`config.mk`:
```
export PLATFORM = sky130hd
export DESIGN_NAME = lcg_random_in_range_flat
export DESIGN_NICKNAME = d
export VERILOG_FILES = /design/src/rtl/lrr_pkg.sv /design/src/rtl/lrr_if.sv /design/src/rtl/lcg_random_in_range.sv /design/src/rtl/lrr_front.sv /design/src/rtl/lrr_queue.sv /design/src/rtl/lrr_back.sv /design/src/flat_wrapper.sv
export SDC_FILE = /design/constraint.sdc
export NUM_CORES = 1
export LEC_CHECK = 0
export ABC_AREA = 1
export BUFFER_PORTS_ARGS = -buffer_cell sky130_fd_sc_hd__buf_2
export CAP_MARGIN = 20
export CORE_MARGIN = 4
export CORE_UTILIZATION = 35
export DETAILED_ROUTE_END_ITERATION = 10
export HOLD_SLACK_MARGIN = 0.03
export PLACE_DENSITY = 0.53
export RECOVER_POWER = 100
export SYNTH_ARGS = -nofsm -noshare
export SYNTH_HDL_FRONTEND = slang
export SYNTH_SLANG_ARGS = --single-unit
```
`constraint.sdc`:
```
create_clock -name clk -period 8.3 [get_ports clk]
set_input_delay 0.415 -clock clk [delete_from_list [all_inputs] [get_ports clk]]
set_output_delay 0.415 -clock clk [all_outputs]
set_load 0.05 [all_outputs]
```
`src/rtl/lrr_pkg.sv`:
```
// Shared constants, queue entry and state types for the range-limited LCG draw.
// No dependencies; every other file in rtl/ but lrr_if.sv imports this package.
package lrr_pkg;

	localparam logic [31:0] LcgMul  = 32'd214013;
	localparam logic [31:0] LcgAdd  = 32'd2531011;
	localparam int          PickBit = 16;
	localparam int          DrawLsb = 16;
	localparam int          DrawW   = 15;

	localparam int QueueDepth = 2;
	localparam int QPtrW      = (QueueDepth > 1) ? $clog2(QueueDepth) : 1;
	localparam int QCntW      = $clog2(QueueDepth + 1);
	localparam int DivCntW    = $clog2(DrawW);

	typedef enum logic [1:0] {
		KIND_PICK,
		KIND_DIRECT,
		KIND_DIVIDE
	} kind_t;

	typedef struct packed {
		kind_t             kind;
		logic [31:0]       base;
		logic [DrawW-1:0]  draw;
		logic [DrawW-1:0]  divisor;
	} entry_t;

	typedef enum logic [1:0] {
		ST_IDLE,
		ST_DIV,
		ST_FIN
	} back_state_t;

endpackage

```
`src/rtl/lrr_if.sv`:
```
// Valid/ready channel interfaces for requests and drawn values.
// No package dependencies.
interface lrr_req_if;
	logic               valid;
	logic               ready;
	logic signed [31:0] lower_bound;
	logic signed [31:0] upper_bound;
	logic        [31:0] time_seed;

	modport source (output valid, lower_bound, upper_bound, time_seed, input ready);
	modport sink   (input valid, lower_bound, upper_bound, time_seed, output ready);
endinterface

interface lrr_rsp_if;
	logic               valid;
	logic               ready;
	logic signed [31:0] random_value;

	modport source (output valid, random_value, input ready);
	modport sink   (input valid, random_value, output ready);
endinterface

```
`src/rtl/lcg_random_in_range.sv`:
```
// A divided draw passes through the queue, the back end's 15-step restoring
// remainder loop (one quotient bit per cycle), the finish state and the result
// register; a draw whose span is zero or whose magnitude exceeds 15 bits skips the loop.
// The back end works on one draw at a time; the queue holds further classified draws.
// Reset (arst_n low, asynchronous): seed cleared and marked not loaded, queue
// emptied, back end idle, no result pending.
module lcg_random_in_range
	import lrr_pkg::*;
(
	input  logic      clk,
	input  logic      arst_n,
	lrr_req_if.sink   req,
	lrr_rsp_if.source rsp
);

	// Classified draws travel from front to back through a short queue, so the front
	// keeps taking requests while the result consumer stalls, until the queue is full.
	logic   push_valid;
	logic   push_ready;
	entry_t push_entry;
	logic   pop_valid;
	logic   pop_ready;
	entry_t pop_entry;

	// Front: seed on first transfer, advance the LCG, compute the span and
	// decide whether the draw needs the remainder unit.
	lrr_front u_front (
		.clk        (clk),
		.arst_n     (arst_n),
		.req        (req),
		.push_valid (push_valid),
		.push_ready (push_ready),
		.push_entry (push_entry)
	);

	// Queue: hold classified draws in order.
	lrr_queue u_queue (
		.clk        (clk),
		.arst_n     (arst_n),
		.push_valid (push_valid),
		.push_ready (push_ready),
		.push_entry (push_entry),
		.pop_valid  (pop_valid),
		.pop_ready  (pop_ready),
		.pop_entry  (pop_entry)
	);

	// Back: reduce the 15-bit draw by the span magnitude, add the lower bound
	// and hold the result until the consumer takes the transfer.
	lrr_back u_back (
		.clk       (clk),
		.arst_n    (arst_n),
		.pop_valid (pop_valid),
		.pop_ready (pop_ready),
		.pop_entry (pop_entry),
		.rsp       (rsp)
	);

endmodule

```
`src/rtl/lrr_front.sv`:
```
// Front end: accepts requests, advances the generator seed and classifies the draw.
// Depends on lrr_pkg and lrr_req_if.
module lrr_front
	import lrr_pkg::*;
(
	input  logic       clk,
	input  logic       arst_n,
	lrr_req_if.sink    req,
	output logic       push_valid,
	input  logic       push_ready,
	output entry_t     push_entry
);

	logic [31:0] seed_q;
	logic        loaded_q;
	logic [31:0] seed_src;
	logic [31:0] seed_next;
	logic [31:0] span;
	logic [31:0] mag;
	logic        accept;

	assign accept    = req.valid && push_ready;
	assign seed_src  = loaded_q ? seed_q : req.time_seed;
	assign seed_next = seed_src * LcgMul + LcgAdd;
	assign span      = $unsigned(req.upper_bound) - $unsigned(req.lower_bound) + 32'd1;
	assign mag       = span[31] ? (32'd0 - span) : span;

	assign req.ready  = push_ready;
	assign push_valid = req.valid;

	always_comb begin
		push_entry.draw    = seed_next[DrawLsb +: DrawW];
		push_entry.divisor = mag[DrawW-1:0];
		push_entry.base    = $unsigned(req.lower_bound);
		if (span == 32'd0) begin
			push_entry.kind = KIND_PICK;
			push_entry.base = seed_next[PickBit] ? $unsigned(req.lower_bound)
				: $unsigned(req.upper_bound);
		end else if (mag[31:DrawW] != '0) begin
			// draw is always below the magnitude, so the remainder is the draw
			push_entry.kind = KIND_DIRECT;
		end else begin
			push_entry.kind = KIND_DIVIDE;
		end
	end

	always_ff @(posedge clk or negedge arst_n) begin
		if (!arst_n) begin
			seed_q   <= '0;
			loaded_q <= 1'b0;
		end else if (accept) begin
			seed_q   <= seed_next;
			loaded_q <= 1'b1;
		end
	end

	a_stays_loaded: assert property (@(posedge clk) disable iff (!arst_n)
		loaded_q |=> loaded_q)
		else $error("seed loaded flag dropped without reset");

endmodule

```
`src/rtl/lrr_queue.sv`:
```
// Two-entry queue that decouples the front end from the divider back end.
// Depends on lrr_pkg.
module lrr_queue
	import lrr_pkg::*;
(
	input  logic   clk,
	input  logic   arst_n,
	input  logic   push_valid,
	output logic   push_ready,
	input  entry_t push_entry,
	output logic   pop_valid,
	input  logic   pop_ready,
	output entry_t pop_entry
);

	entry_t           mem_q [QueueDepth];
	logic [QPtrW-1:0] wr_ptr_q;
	logic [QPtrW-1:0] rd_ptr_q;
	logic [QCntW-1:0] count_q;
	logic             do_push;
	logic             do_pop;

	assign push_ready = (count_q != QCntW'(QueueDepth));
	assign pop_valid  = (count_q != '0);
	assign pop_entry  = mem_q[rd_ptr_q];
	assign do_push    = push_valid && push_ready;
	assign do_pop     = pop_valid && pop_ready;

	always_ff @(posedge clk) begin
		if (do_push) begin
			mem_q[wr_ptr_q] <= push_entry;
		end
	end

	always_ff @(posedge clk or negedge arst_n) begin
		if (!arst_n) begin
			wr_ptr_q <= '0;
			rd_ptr_q <= '0;
			count_q  <= '0;
		end else begin
			if (do_push) begin
				wr_ptr_q <= (wr_ptr_q == QPtrW'(QueueDepth - 1)) ? '0 : wr_ptr_q + 1'b1;
			end
			if (do_pop) begin
				rd_ptr_q <= (rd_ptr_q == QPtrW'(QueueDepth - 1)) ? '0 : rd_ptr_q + 1'b1;
			end
			if (do_push && !do_pop) begin
				count_q <= count_q + 1'b1;
			end else if (do_pop && !do_push) begin
				count_q <= count_q - 1'b1;
			end
		end
	end

	a_count_bound: assert property (@(posedge clk) disable iff (!arst_n)
		count_q <= QCntW'(QueueDepth))
		else $error("queue occupancy above depth");

endmodule

```
`src/rtl/lrr_back.sv`:
```
// Back end: restoring remainder, one bit per cycle, and the result register.
// Depends on lrr_pkg and lrr_rsp_if.
module lrr_back
	import lrr_pkg::*;
(
	input  logic      clk,
	input  logic      arst_n,
	input  logic      pop_valid,
	output logic      pop_ready,
	input  entry_t    pop_entry,
	lrr_rsp_if.source rsp
);

	back_state_t        state_q, state_d;
	logic [31:0]        base_q;
	logic [DrawW-1:0]   draw_q;
	logic [DrawW-1:0]   div_q;
	logic [DrawW-1:0]   rem_q;
	logic [DivCntW-1:0] cnt_q;
	logic [31:0]        res_q, res_d;
	logic               out_valid_q;
	logic [31:0]        out_value_q;

	logic               out_free;
	logic               load_entry;
	logic               step_div;
	logic               set_res;
	logic               load_out;
	logic [DrawW:0]     trial;
	logic               ge;
	logic [DrawW-1:0]   rem_next;

	assign out_free = !out_valid_q || rsp.ready;
	assign trial    = {rem_q, draw_q[DrawW-1]};
	assign ge       = trial >= {1'b0, div_q};
	assign rem_next = ge ? DrawW'(trial - {1'b0, div_q}) : trial[DrawW-1:0];

	always_comb begin
		state_d    = state_q;
		pop_ready  = 1'b0;
		load_entry = 1'b0;
		step_div   = 1'b0;
		set_res    = 1'b0;
		load_out   = 1'b0;
		res_d      = res_q;
		unique case (state_q)
			ST_IDLE: begin
				pop_ready = 1'b1;
				if (pop_valid) begin
					unique case (pop_entry.kind)
						KIND_DIRECT: begin
							set_res = 1'b1;
							res_d   = pop_entry.base + {{(32-DrawW){1'b0}}, pop_entry.draw};
							state_d = ST_FIN;
						end
						KIND_DIVIDE: begin
							load_entry = 1'b1;
							state_d    = ST_DIV;
						end
						default: begin
							set_res = 1'b1;
							res_d   = pop_entry.base;
							state_d = ST_FIN;
						end
					endcase
				end
			end
			ST_DIV: begin
				step_div = 1'b1;
				if (cnt_q == '0) begin
					set_res = 1'b1;
					res_d   = base_q + {{(32-DrawW){1'b0}}, rem_next};
					state_d = ST_FIN;
				end
			end
			ST_FIN: begin
				if (out_free) begin
					load_out = 1'b1;
					state_d  = ST_IDLE;
				end
			end
			default: state_d = ST_IDLE;
		endcase
	end

	always_ff @(posedge clk or negedge arst_n) begin
		if (!arst_n) begin
			state_q     <= ST_IDLE;
			cnt_q       <= '0;
			out_valid_q <= 1'b0;
		end else begin
			state_q <= state_d;
			if (load_entry) begin
				cnt_q <= DivCntW'(DrawW - 1);
			end else if (step_div) begin
				cnt_q <= cnt_q - 1'b1;
			end
			if (load_out) begin
				out_valid_q <= 1'b1;
			end else if (rsp.ready) begin
				out_valid_q <= 1'b0;
			end
		end
	end

	always_ff @(posedge clk) begin
		if (load_entry) begin
			base_q <= pop_entry.base;
			draw_q <= pop_entry.draw;
			div_q  <= pop_entry.divisor;
			rem_q  <= '0;
		end else if (step_div) begin
			draw_q <= {draw_q[DrawW-2:0], 1'b0};
			rem_q  <= rem_next;
		end
		if (set_res) begin
			res_q <= res_d;
		end
		if (load_out) begin
			out_value_q <= res_q;
		end
	end

	assign rsp.valid        = out_valid_q;
	assign rsp.random_value = $signed(out_value_q);

	a_rem_below_div: assert property (@(posedge clk) disable iff (!arst_n)
		(state_q == ST_DIV && cnt_q == '0) |-> (rem_next < div_q))
		else $error("remainder not below divisor at end of division");

	a_fin_holds: assert property (@(posedge clk) disable iff (!arst_n)
		(state_q == ST_FIN && !out_free) |=> (state_q == ST_FIN))
		else $error("result left finish state while output register was full");

endmodule

```
`src/flat_wrapper.sv`:
```
// flat-port wrapper written by rule: the top's interface ports become plain ports
module lcg_random_in_range_flat import lrr_pkg::*;
  (clk, arst_n, req_valid, req_lower_bound, req_upper_bound, req_time_seed, req_ready, rsp_valid, rsp_random_value, rsp_ready);
  lrr_req_if req_i ();
  lrr_rsp_if rsp_i ();
  input  logic clk;
  input  logic arst_n;
  input wire logic [$bits(req_i.valid)-1:0] req_valid;
  input wire logic [$bits(req_i.lower_bound)-1:0] req_lower_bound;
  input wire logic [$bits(req_i.upper_bound)-1:0] req_upper_bound;
  input wire logic [$bits(req_i.time_seed)-1:0] req_time_seed;
  output wire logic [$bits(req_i.ready)-1:0] req_ready;
  output wire logic [$bits(rsp_i.valid)-1:0] rsp_valid;
  output wire logic [$bits(rsp_i.random_value)-1:0] rsp_random_value;
  input wire logic [$bits(rsp_i.ready)-1:0] rsp_ready;
  assign req_i.valid = req_valid;
  assign req_i.lower_bound = req_lower_bound;
  assign req_i.upper_bound = req_upper_bound;
  assign req_i.time_seed = req_time_seed;
  assign req_ready = req_i.ready;
  assign rsp_valid = rsp_i.valid;
  assign rsp_random_value = rsp_i.random_value;
  assign rsp_i.ready = rsp_ready;
  lcg_random_in_range u_core (.clk(clk), .arst_n(arst_n), .req(req_i), .rsp(rsp_i));
endmodule
```
==> run_results.csv, run 1 <==
group,metric,value,unit
run_status,status,"finished, violations left",
run_status,failed_checks,"max-capacitance violations, max-slew violations",
placed_design,routabilityCongestion,0.9335,
die,pin_count,134,
final_layout,post-route-util,39.46,%
setup_path,crit_type,"reg -> reg",
die,start_util,35.48,%
logic_synthesis,seq_area_frac_synth,33.24,%
clock_network,cts_buffer_depth,3,
global_route,antenna_found_initial,13,
sta,worst_clock_skew,0.04069,ns
setup_path,startpoint_type,"flip-flop",
clock_network,root_buffer,"clkbuf_16",
setup_path,cp_max_fo,22,
clock_network,cts-htree-levels,2,
placed_design,dpl-instance-area,29020,µm²
sta,min_period,7.857,ns
setup_path,endpoint_kind,"flip-flop",
clock_network,cts_tree,"yes",
logic_synthesis,synth_cell_types,51,
global_route,grt_overflow_total,0,
final_layout,syn_to_final_growth,11.21,%
route,first_pass_iters,6,
final_layout,n_fill_cell,7870,
placed_design,dp_hpwl,57750,µm
setup_path,crit_family,"adder cells",
logic_synthesis,synth_fp_nets,3707,
route,viasPerCell,4.611,
setup_path,cp.required,8.59,ns
sta,setup-tns-final,0,ns
global_route,grt_pass1_wl,111100,µm
route,wl_per_cell,16.26,µm
min_path,hp-class,"in -> reg",
clock_network,cts_buffers,36,
run,maxCapViolCount,7,
placed_design,port-buffer-count,132,
logic_synthesis,synth_area,27080,µm²
route,routed_wl,71400,µm
global_route,grt_max_degree,76,
logic_synthesis,synth_area_per_cell,8.504,µm²
logic_synthesis,synth_seq_cells,312,
setup_path,worst_path_most_repeated_cell,"fa_1",
setup_path,slowest_delay,0.56,ns
final_layout,drive_above_1_share,8.197,%
logic_synthesis,synthFlopType,"edfxtp_1",
global_route,grt_util_all_layers,17.26,%
clock_network,clock_latency,0.56,ns
final_layout,layout_commonest_cell,"nand2_1",
logic_synthesis,yosysWarnings,0,
sta,setup_viol,0,
die,dieArea,81900,µm²
logic_synthesis,synthCells,3185,
sta,rsz0062_at_grt,"no",
die,die_w,286.2,µm
logic_synthesis,synthArstFlopShare,13.78,%
die,coreArea,76330,µm²
final_layout,final_cell_area,30120,µm²
sta,post-route-period-util,94.67,%
sta,max_freq,127.3,MHz
final_layout,final_cell_mix,"nand2_1 (742), inv_1 (655), edfxtp_1 (254), ha_1 (242), o21ai_0 (213)",
clock_network,cts.sinks,312,
setup_path,cp.arrival,8.15,ns
clock_network,cts_post_setup_buffers_inserted,0,
route,drc_errors,0,
sta,maxSlewViolCount,391,
route,drt_iter0_drc,1215,
setup_path,path_buf_inv,6,
sta,slew_headroom,-165.3,%
route,vias,20246,
logic_synthesis,synth-edff-count,254,
sta,worst_pin_slew,3.980,ns
final_layout,multiInputGateArea,15230,µm²
clock_network,cts.clk_slew.worst_paths,0.06,ns
setup_path,cp_slowest_cell,"dfrtp_1",
sta,hold_violations,0,
final_layout,seqCellArea,9005,µm²
route,drtAntennaViolNets,0,
die,fp.dieH,286.2,µm
global_route,grt_pass1_vias,19594,
final_layout,final_nets,3849,
die,rows,101,
[area by class of cell]
type,instances,area share [%]
Sequential cell,312,29.90
Clock inverter,20,0.9388
Tap cell,1030,4.278
Antenna cell,6,0.04985
Inverter,671,8.378
Multi-Input combinational cell,2145,50.57
Clock buffer,46,3.248
Timing Repair Buffer,161,2.642
[synth_stat cells, types with 6 or more instances]
master	instances	area [µm²]
nand4_1	43	269.0
nand3b_1	6	45.04
a31oi_1	23	143.9
nor2_1	152	570.6
ha_1	242	3028
o21ai_1	13	65.06
clkbuf_1	46	172.7
nor3_1	22	110.1
inv_1	655	2459
a21o_1	8	60.06
a21oi_1	108	540.5
dfrtp_1	43	1076
mux2_4	30	450.4
mux2i_1	10	100.1
xnor2_1	43	376.6
nor2_2	19	118.9
inv_2	12	45.04
o21ai_0	208	1041
dfxtp_1	15	300.3
nand2_2	12	75.07
edfxtp_1	254	7627
o21bai_1	7	52.55
nand3_1	108	540.5
nand2_1	741	2781
xor2_1	73	639.4
fa_1	180	3603
nor4_1	8	50.05
or2_2	45	281.5
[per-stage QoR]
stage	setup WS, ns	instances	hold slack (ns)
after floorplan	1.365	3185	0.1194
after global placement	0.3260	4316	0.4026
after detailed placement	0.2444	4317	0.4045
after CTS	0.2506	4385	0.1399
after global routing	0.02884	4388	0.1755
final	0.4428	4391	0.1847
[logic make-up after synthesis]
kind of cell	Yosys count	share of synthesized area, %
AND/OR/NAND/NOR	1170	18.37
buffers and inverters	728	10.22
adder cells (fa/ha/maj)	422	24.48
AO/OA/AOI/OAI	395	7.812
flip-flops	312	33.24
XOR/XNOR	116	3.751
multiplexers	42	2.116
[state kept, by name, summed over array words and instances, names as in the netlist, 2 cells and up]
signal                          flops
u_core.u_back.res_q                32
u_core.u_front.seed_q              31
u_core.u_back.state_q               2
u_core.u_back.base_q               32
u_core.u_back.div_q                15
u_core.u_queue.count_q              2
u_core.u_queue.mem_q              128
u_core.u_back.rem_q                15
u_core.u_back.cnt_q                 4
u_core.u_back.draw_q               15
u_core.u_back.rsp.random_value     32
[per-layer routing]
| metal | vias to the layer above | wire length (µm) | track usage (%) |
|---|---|---|---|
| met4 | 8 | 1385 | 4.185 |
| met5 | - | 49 | 0 |
| li1 | 10444 | - | - |
| met2 | 323 | 31790 | 27.14 |
| met3 | 87 | 2773 | 2.399 |
| met1 | 9384 | 35390 | 25.23 |
[path summary, 6_finish.rpt]
check	from	cells after the start	slack (ns)	endpoint
max	u_core.u_front.loaded_q$_DFFE_PN0P_	25	0.44	u_core.u_queue.mem_q[1][29]$_DFFE_PP_
min	req_lower_bound[24]	2	0.18	u_core.u_queue.mem_q[0][54]$_DFFE_PP_
max reg2reg	u_core.u_front.loaded_q$_DFFE_PN0P_	25	0.44	u_core.u_queue.mem_q[1][29]$_DFFE_PP_
min reg2reg	u_core.u_back.res_q[15]$_DFFE_PP_	0	0.41	u_core.u_back.rsp.random_value[15]$_DFFE_PP_
max in group asynchronous	arst_n	3	5.05	u_core.u_queue.rd_ptr_q$_DFFE_PN0P_
min in group asynchronous	arst_n	3	1.37	u_core.u_back.rsp.valid$_DFFE_PN0P_
[what timing repair did]
action / CTS / global route
hold buffers: 2 / 0
resized for setup: 0 / 3
setup endpoints to repair: 0 / 62
endpoints found under the hold margin: 44 / 0
Power of run 1 is not shown: default switching activity piles up to over one toggle a cycle in this logic, so the estimate is an artifact.
==> run 2, diff against run 1 <==
CORE_ASPECT_RATIO = 1.2   (was not set)
PLACE_DENSITY = not set   (was 0.53)
clock period = 7.46 ns   (was 8.3 ns; I/O delays follow)
==> run 2 against run 1 <==
The flow still finishes with violations (max-capacitance violations, max-slew violations). Wire length down 2.7%. Non-clock buffer count increased by 8. Sequential share of layout area about the same. Critical path type unchanged.
==> run_results.csv, run 2 (synthesis gave the netlist of run 1 again) <==
group,metric,value,unit
run_status,status,"finished, violations left",
run_status,failed_checks,"max-capacitance violations, max-slew violations",
route,vias,20525,
sta,maxSlewViolCount,423,
setup_path,cp_slowest_cell,"fa_1",
final_layout,final_cell_mix,"nand2_1 (742), inv_1 (648), edfxtp_1 (254), ha_1 (242), o21ai_0 (201)",
setup_path,slowest_delay,0.56,ns
final_layout,largest_reg_flops,128,
sta,worst_clock_skew,0.02090,ns
die,coreArea,76520,µm²
setup_path,cp_max_fo,7,
final_layout,final_cell_count_no_fill,4382,
placed_design,routabilityCongestion,0.9053,
sta,slew_headroom,-157.6,%
final_layout,n_fill_cell,7820,
die,start_util,35.39,%
setup_path,worst_path_most_repeated_cell,"fa_1",
setup_path,cp.arrival,7.35,ns
die,fp.dieH,312.7,µm
route,viasPerCell,4.684,
sta,setup_viol,0,
min_path,holdPathStages,2,
global_route,grt_pass1_vias,19889,
route,drtAntennaViolNets,0,
clock_network,cts_buffers,34,
die,rows,111,
sta,max_freq,141.4,MHz
final_layout,final_nets,3856,
clock_network,cts_tree,"yes",
clock_network,cts.sinks,312,
run,maxCapViolCount,8,
final_layout,syn_to_final_growth,11.17,%
sta,min_period,7.070,ns
final_layout,layout_commonest_cell,"nand2_1",
setup_path,cp.required,7.74,ns
final_layout,regMostFlops,"u_core.u_queue.mem_q",
sta,worst_pin_slew,3.864,ns
global_route,grt_util_all_layers,16.70,%
route,routed_wl,69460,µm
route,drt_iter0_drc,1145,
route,first_pass_iters,5,
clock_network,clock_latency,0.54,ns
die,pin_count,134,
placed_design,dp_cells,4307,
global_route,grt_pass1_wl,108200,µm
sta,setup-tns-final,0,ns
sta,hold_violations,0,
setup_path,crit_type,"reg -> reg",
clock_network,cts_buffer_depth,3,
global_route,grt_max_degree,76,
die,dieArea,81920,µm²
global_route,grt_overflow_total,0,
route,drc_errors,0,
setup_path,endpoint_kind,"flip-flop",
clock_network,root_buffer,"clkbuf_16",
placed_design,dp_hpwl,56860,µm
global_route,antenna_found_initial,6,
min_path,hp-class,"in -> reg",
sta,post-route-period-util,94.78,%
setup_path,startpoint_type,"flip-flop",
die,die_w,261.9,µm
clock_network,cts.clk_slew.worst_paths,0.07,ns
clock_network,cts-htree-levels,2,
placed_design,port-buffer-count,132,
route,wl_per_cell,15.85,µm
final_layout,drive_above_1_share,9.646,%
setup_path,ff2ff_path_depth,29,
==> run 2: changes by cell type in the layout (fill, tap and decap cells not counted), sizes merged <==
cell         before  now
clkinvlp          1    3
clkinv           17   19
dlygate4sd3       2    1
buf             112  122
inv             668  672
bufinv            5    0
clkbuf           93   85
==> run 2: through the flow <==
stage	cell area, µm²	hold WS, ns	utilization, %	worst slack (ns)
after CTS	30110	0.09812	39.34	0.1888
after floorplan	27080	0.07741	-	0.5250
after detailed placement	29040	0.4045	37.95	0.2224
final	30110	0.1363	39.35	0.3896
after global placement	29040	0.4007	37.95	0.2427
after global routing	30110	0.1193	39.35	-0.001425
==> run 2: worst paths after layout <==
kind                                                startpoint                                           end  slack [ns]
setup / recovery           u_core.u_front.loaded_q$_DFFE_PN0P_         u_core.u_queue.mem_q[0][28]$_DFFE_PP_        0.39
hold / removal                                       rsp_ready           u_core.u_back.rsp.valid$_DFFE_PN0P_        0.14
setup reg to reg           u_core.u_front.loaded_q$_DFFE_PN0P_         u_core.u_queue.mem_q[0][28]$_DFFE_PP_        0.39
hold reg to reg              u_core.u_back.res_q[24]$_DFFE_PP_  u_core.u_back.rsp.random_value[24]$_DFFE_PP_        0.42
max in group asynchronous                               arst_n           u_core.u_front.loaded_q$_DFFE_PN0P_        4.29
min in group asynchronous                               arst_n           u_core.u_back.rsp.valid$_DFFE_PN0P_        1.35
==> run 2: final cells by class <==
type / instances / area, µm² / share of cell area (%)
sequential: 312 / 9006 / 29.91
clock inverter: 22 / 163.9 / 0.5444
inverter: 671 / 2522 / 8.377
timing repair buffer: 169 / 869.6 / 2.888
clock buffer: 39 / 890.9 / 2.959
antenna: 6 / 15.01 / 0.04986
multi-input combinational: 2145 / 15360 / 51.02
tap: 1017 / 1272 / 4.226
timing repair inverter: 1 / 7.507 / 0.02493
==> run 2: per-layer routing <==
layer  routed length (µm)  up-vias  global-route usage (%)
met4                 2299        0                   5.928
li1                     -    10447                       -
met3                 2569      100                   1.495
met5                    0        -                       0
met1                32100     9597                   23.18
met2                32490      381                   27.39
==> run 2: worst max-delay path: cells and delay by family, from the launching register on <==
family,cells,cell delay (ns)
and+or+nand+nor,7,0.89
AOI/OAI and AO/OA,7,1.24
adders and majority gates,7,3.26
buffers and inverters,8,0.95
DFF,1,0.46
==> run 2: repair_timing <==
action / CTS / global route
gates resized for setup: 0 / 22
endpoints found under the hold margin: 43 / 0
buffers inserted: 0 / 6
endpoints found under the setup margin: 0 / 74
hold buffers: 1 / 0
Power of run 2 is left out for the same reason.
==> run 3, diff against run 2 <==
CELL_PAD_IN_SITES_DETAIL_PLACEMENT = 1   (was not set)
CELL_PAD_IN_SITES_GLOBAL_PLACEMENT = 1   (was not set)
PLACE_DENSITY_LB_ADDON = 0.1   (was not set)
==> run 3 against run 2 <==
Global-route usage increased by 3.5 points. The run still ends with max-capacitance violations, max-slew violations left. Critical path depth increased by 1. Clock skew decreased by 0.0027 ns. Critical path type unchanged. Utilization increased by 0.14 points. Sequential share of layout area decreased by 0.11 points. Cell area increased by 0.35%. Sequential cell count unchanged. Largest cell class unchanged. Register-to-register slack improved by 0.06 ns. Cell count increased by 0.30%. Count of clock-buffer cells in the layout increased by 10. Die area unchanged.
==> run_results.csv, run 3 (synthesis gave the netlist of run 1 again) <==
group,metric,value,unit
placed_design,dp_hpwl,69690,µm
global_route,grt_max_degree,77,
die,dieArea,81920,µm²
setup_path,startpoint_type,"flip-flop",
global_route,grt_pass1_wl,129500,µm
clock_network,cts_tree,"yes",
final_layout,layout_commonest_cell,"nand2_1",
route,drc_errors,0,
final_layout,final_nets,3868,
final_layout,regMostFlops,"u_core.u_queue.mem_q",
route,viasPerCell,4.834,
die,pin_count,134,
min_path,hp-class,"in -> reg",
run_status,failed_checks,"max-capacitance violations, max-slew violations",
route,drt_iter0_drc,940,
route,first_pass_iters,5,
sta,setup_viol,0,
run_status,status,"finished, violations left",
clock_network,cts-htree-levels,2,
placed_design,routabilityCongestion,0.9033,
global_route,grt_pass1_vias,22911,
final_layout,drive_above_1_share,9.220,%
min_path,holdPathStages,2,
route,drtAntennaViolNets,0,
final_layout,multiInputGateArea,15300,µm²
final_layout,seqCellArea,9005,µm²
min_path,min_from,"req_lower_bound[29]",
setup_path,crit_type,"reg -> reg",
sta,worst_clock_skew,0.01824,ns
die,start_util,35.39,%
setup_path,cp_slowest_cell,"fa_1",
final_layout,final_cell_mix,"nand2_1 (742), inv_1 (651), edfxtp_1 (254), ha_1 (241), o21ai_0 (210)",
die,die_w,261.9,µm
final_layout,n_fill_cell,9111,
setup_path,endpoint_kind,"flip-flop",
clock_network,root_buffer,"clkbuf_16",
clock_network,cts.clk_slew.worst_paths,0.06,ns
setup_path,ff2ff_setup_slack,0.45,ns
clock_network,cts_buffer_depth,3,
min_path,holdPathEnd,"u_core.u_queue.mem_q[1][59]$_DFFE_PP_",
sta,slew_headroom,-130.3,%
setup_path,cp.required,7.73,ns
sta,min_period,7.011,ns
setup_path,cp.arrival,7.28,ns
sta,maxSlewViolCount,256,
sta,hold_violations,0,
setup_path,worstReg2RegStart,"u_core.u_front.loaded_q$_DFFE_PN0P_",
global_route,grt_overflow_total,0,
setup_path,slowest_delay,0.56,ns
route,routed_wl,82540,µm
route,vias,21245,
clock_network,cts.sinks,312,
die,rows,111,
final_layout,largest_reg_flops,128,
sta,max_freq,142.6,MHz
sta,rsz0062_at_grt,"no",
run,maxCapViolCount,6,
clock_network,cts_buffers,37,
sta,post-route-period-util,93.98,%
global_route,antenna_found_initial,6,
clock_network,clock_latency,0.55,ns
die,fp.dieH,312.7,µm
sta,worst_pin_slew,3.454,ns
global_route,grt_util_all_layers,20.23,%
setup_path,reg2reg_to,"u_core.u_queue.mem_q[0][51]$_DFFE_PP_",
placed_design,port-buffer-count,132,
final_layout,syn_to_final_growth,11.55,%
sta,setup-tns-final,0,ns
setup_path,cp_max_fo,47,
die,coreArea,76520,µm²
route,wl_per_cell,18.78,µm
setup_path,ff2ff_path_depth,30,
-- run 3: changes by cell type in the layout (fill, tap and decap cells not counted), moves of 7 or more --
| cell | change |
|---|---|
| mux2_1 | +14 |
| mux2_4 | -14 |
| o21ai_0 | +9 |
| buf_4 | +8 |
| o21ai_1 | -8 |
| clkbuf_1 | +7 |
| clkinv_2 | -7 |
-- run 3: final cells by class --
type	count	share of cell area, %
repair buffers	179	3.156
clock inverters	17	0.5301
well taps	1017	4.212
clock buffers	49	3.280
multi-input cells	2145	50.63
inverters	671	8.353
diodes	5	0.04141
flip-flops and latches	312	29.80
-- run 3: how the worst max path moves through the flow --
| stage | startpoint | slack, ns | depth (start not counted) | end |
|---|---|---|---|---|
| 2_1_floorplan | u_core.u_front.loaded_q$_DFFE_PN0P_ | 0.53 | 31 | u_core.u_queue.mem_q[0][33]$_DFFE_PP_ |
| 3_5_place_dp | u_core.u_front.loaded_q$_DFFE_PN0P_ | 0.16 | 28 | u_core.u_queue.mem_q[0][26]$_DFFE_PP_ |
| 5_1_grt | u_core.u_front.loaded_q$_DFFE_PN0P_ | 0.002 | 30 | u_core.u_queue.mem_q[1][59]$_DFFE_PP_ |
| 4_1_cts | u_core.u_front.loaded_q$_DFFE_PN0P_ | 0.17 | 26 | u_core.u_queue.mem_q[0][46]$_DFFE_PP_ |
| 3_3_place_gp | u_core.u_front.loaded_q$_DFFE_PN0P_ | 0.31 | 28 | u_core.u_queue.mem_q[0][28]$_DFFE_PP_ |
| 6_report | u_core.u_front.loaded_q$_DFFE_PN0P_ | 0.45 | 30 | u_core.u_queue.mem_q[0][51]$_DFFE_PP_ |
-- run 3: per-stage QoR --
step                std cells  worst slack (ns)  area, µm²  hold slack (ns)  utilization, %
floorplan                3185            0.5250      27080          0.07741               -
global placement         4319            0.3113      29140           0.4010           38.07
detailed placement       4319            0.1608      29140           0.4052           38.07
CTS                      4387            0.1658      30310           0.1267           39.61
global route             4395          0.001976      30210           0.1489           39.48
finish                   4395            0.4493      30210           0.1700           39.48
-- run 3: layer usage --
metal / share of wire, % / vias up / GRT usage (%)
met5: 0 / - / 0
met4: 2.4 / 0 / 5.095
met3: 3.0 / 80 / 2.141
met2: 47 / 259 / 33.66
met1: 47 / 10439 / 28.33
li1: - / 10467 / -
-- run 3: timing repair --
item | CTS | global route
buffers inserted | 0 | 3
hold buffers | 2 | 0
setup endpoints to repair | 0 | 63
endpoints found under the hold margin | 44 | 0
gates resized for setup | 0 | 19
-- run 3: worst max-delay path: cells and delay by family (launching register included) --
| family | cells | cell delay (ns) |
|---|---|---|
| adders and majority gates | 7 | 3.45 |
| and+or+nand+nor | 8 | 1.16 |
| buffers and inverters | 10 | 0.98 |
| AOI/OAI and AO/OA | 4 | 0.42 |
| DFF | 1 | 0.34 |
| muxes | 1 | 0.32 |
Power of run 3 is left out for the same reason.
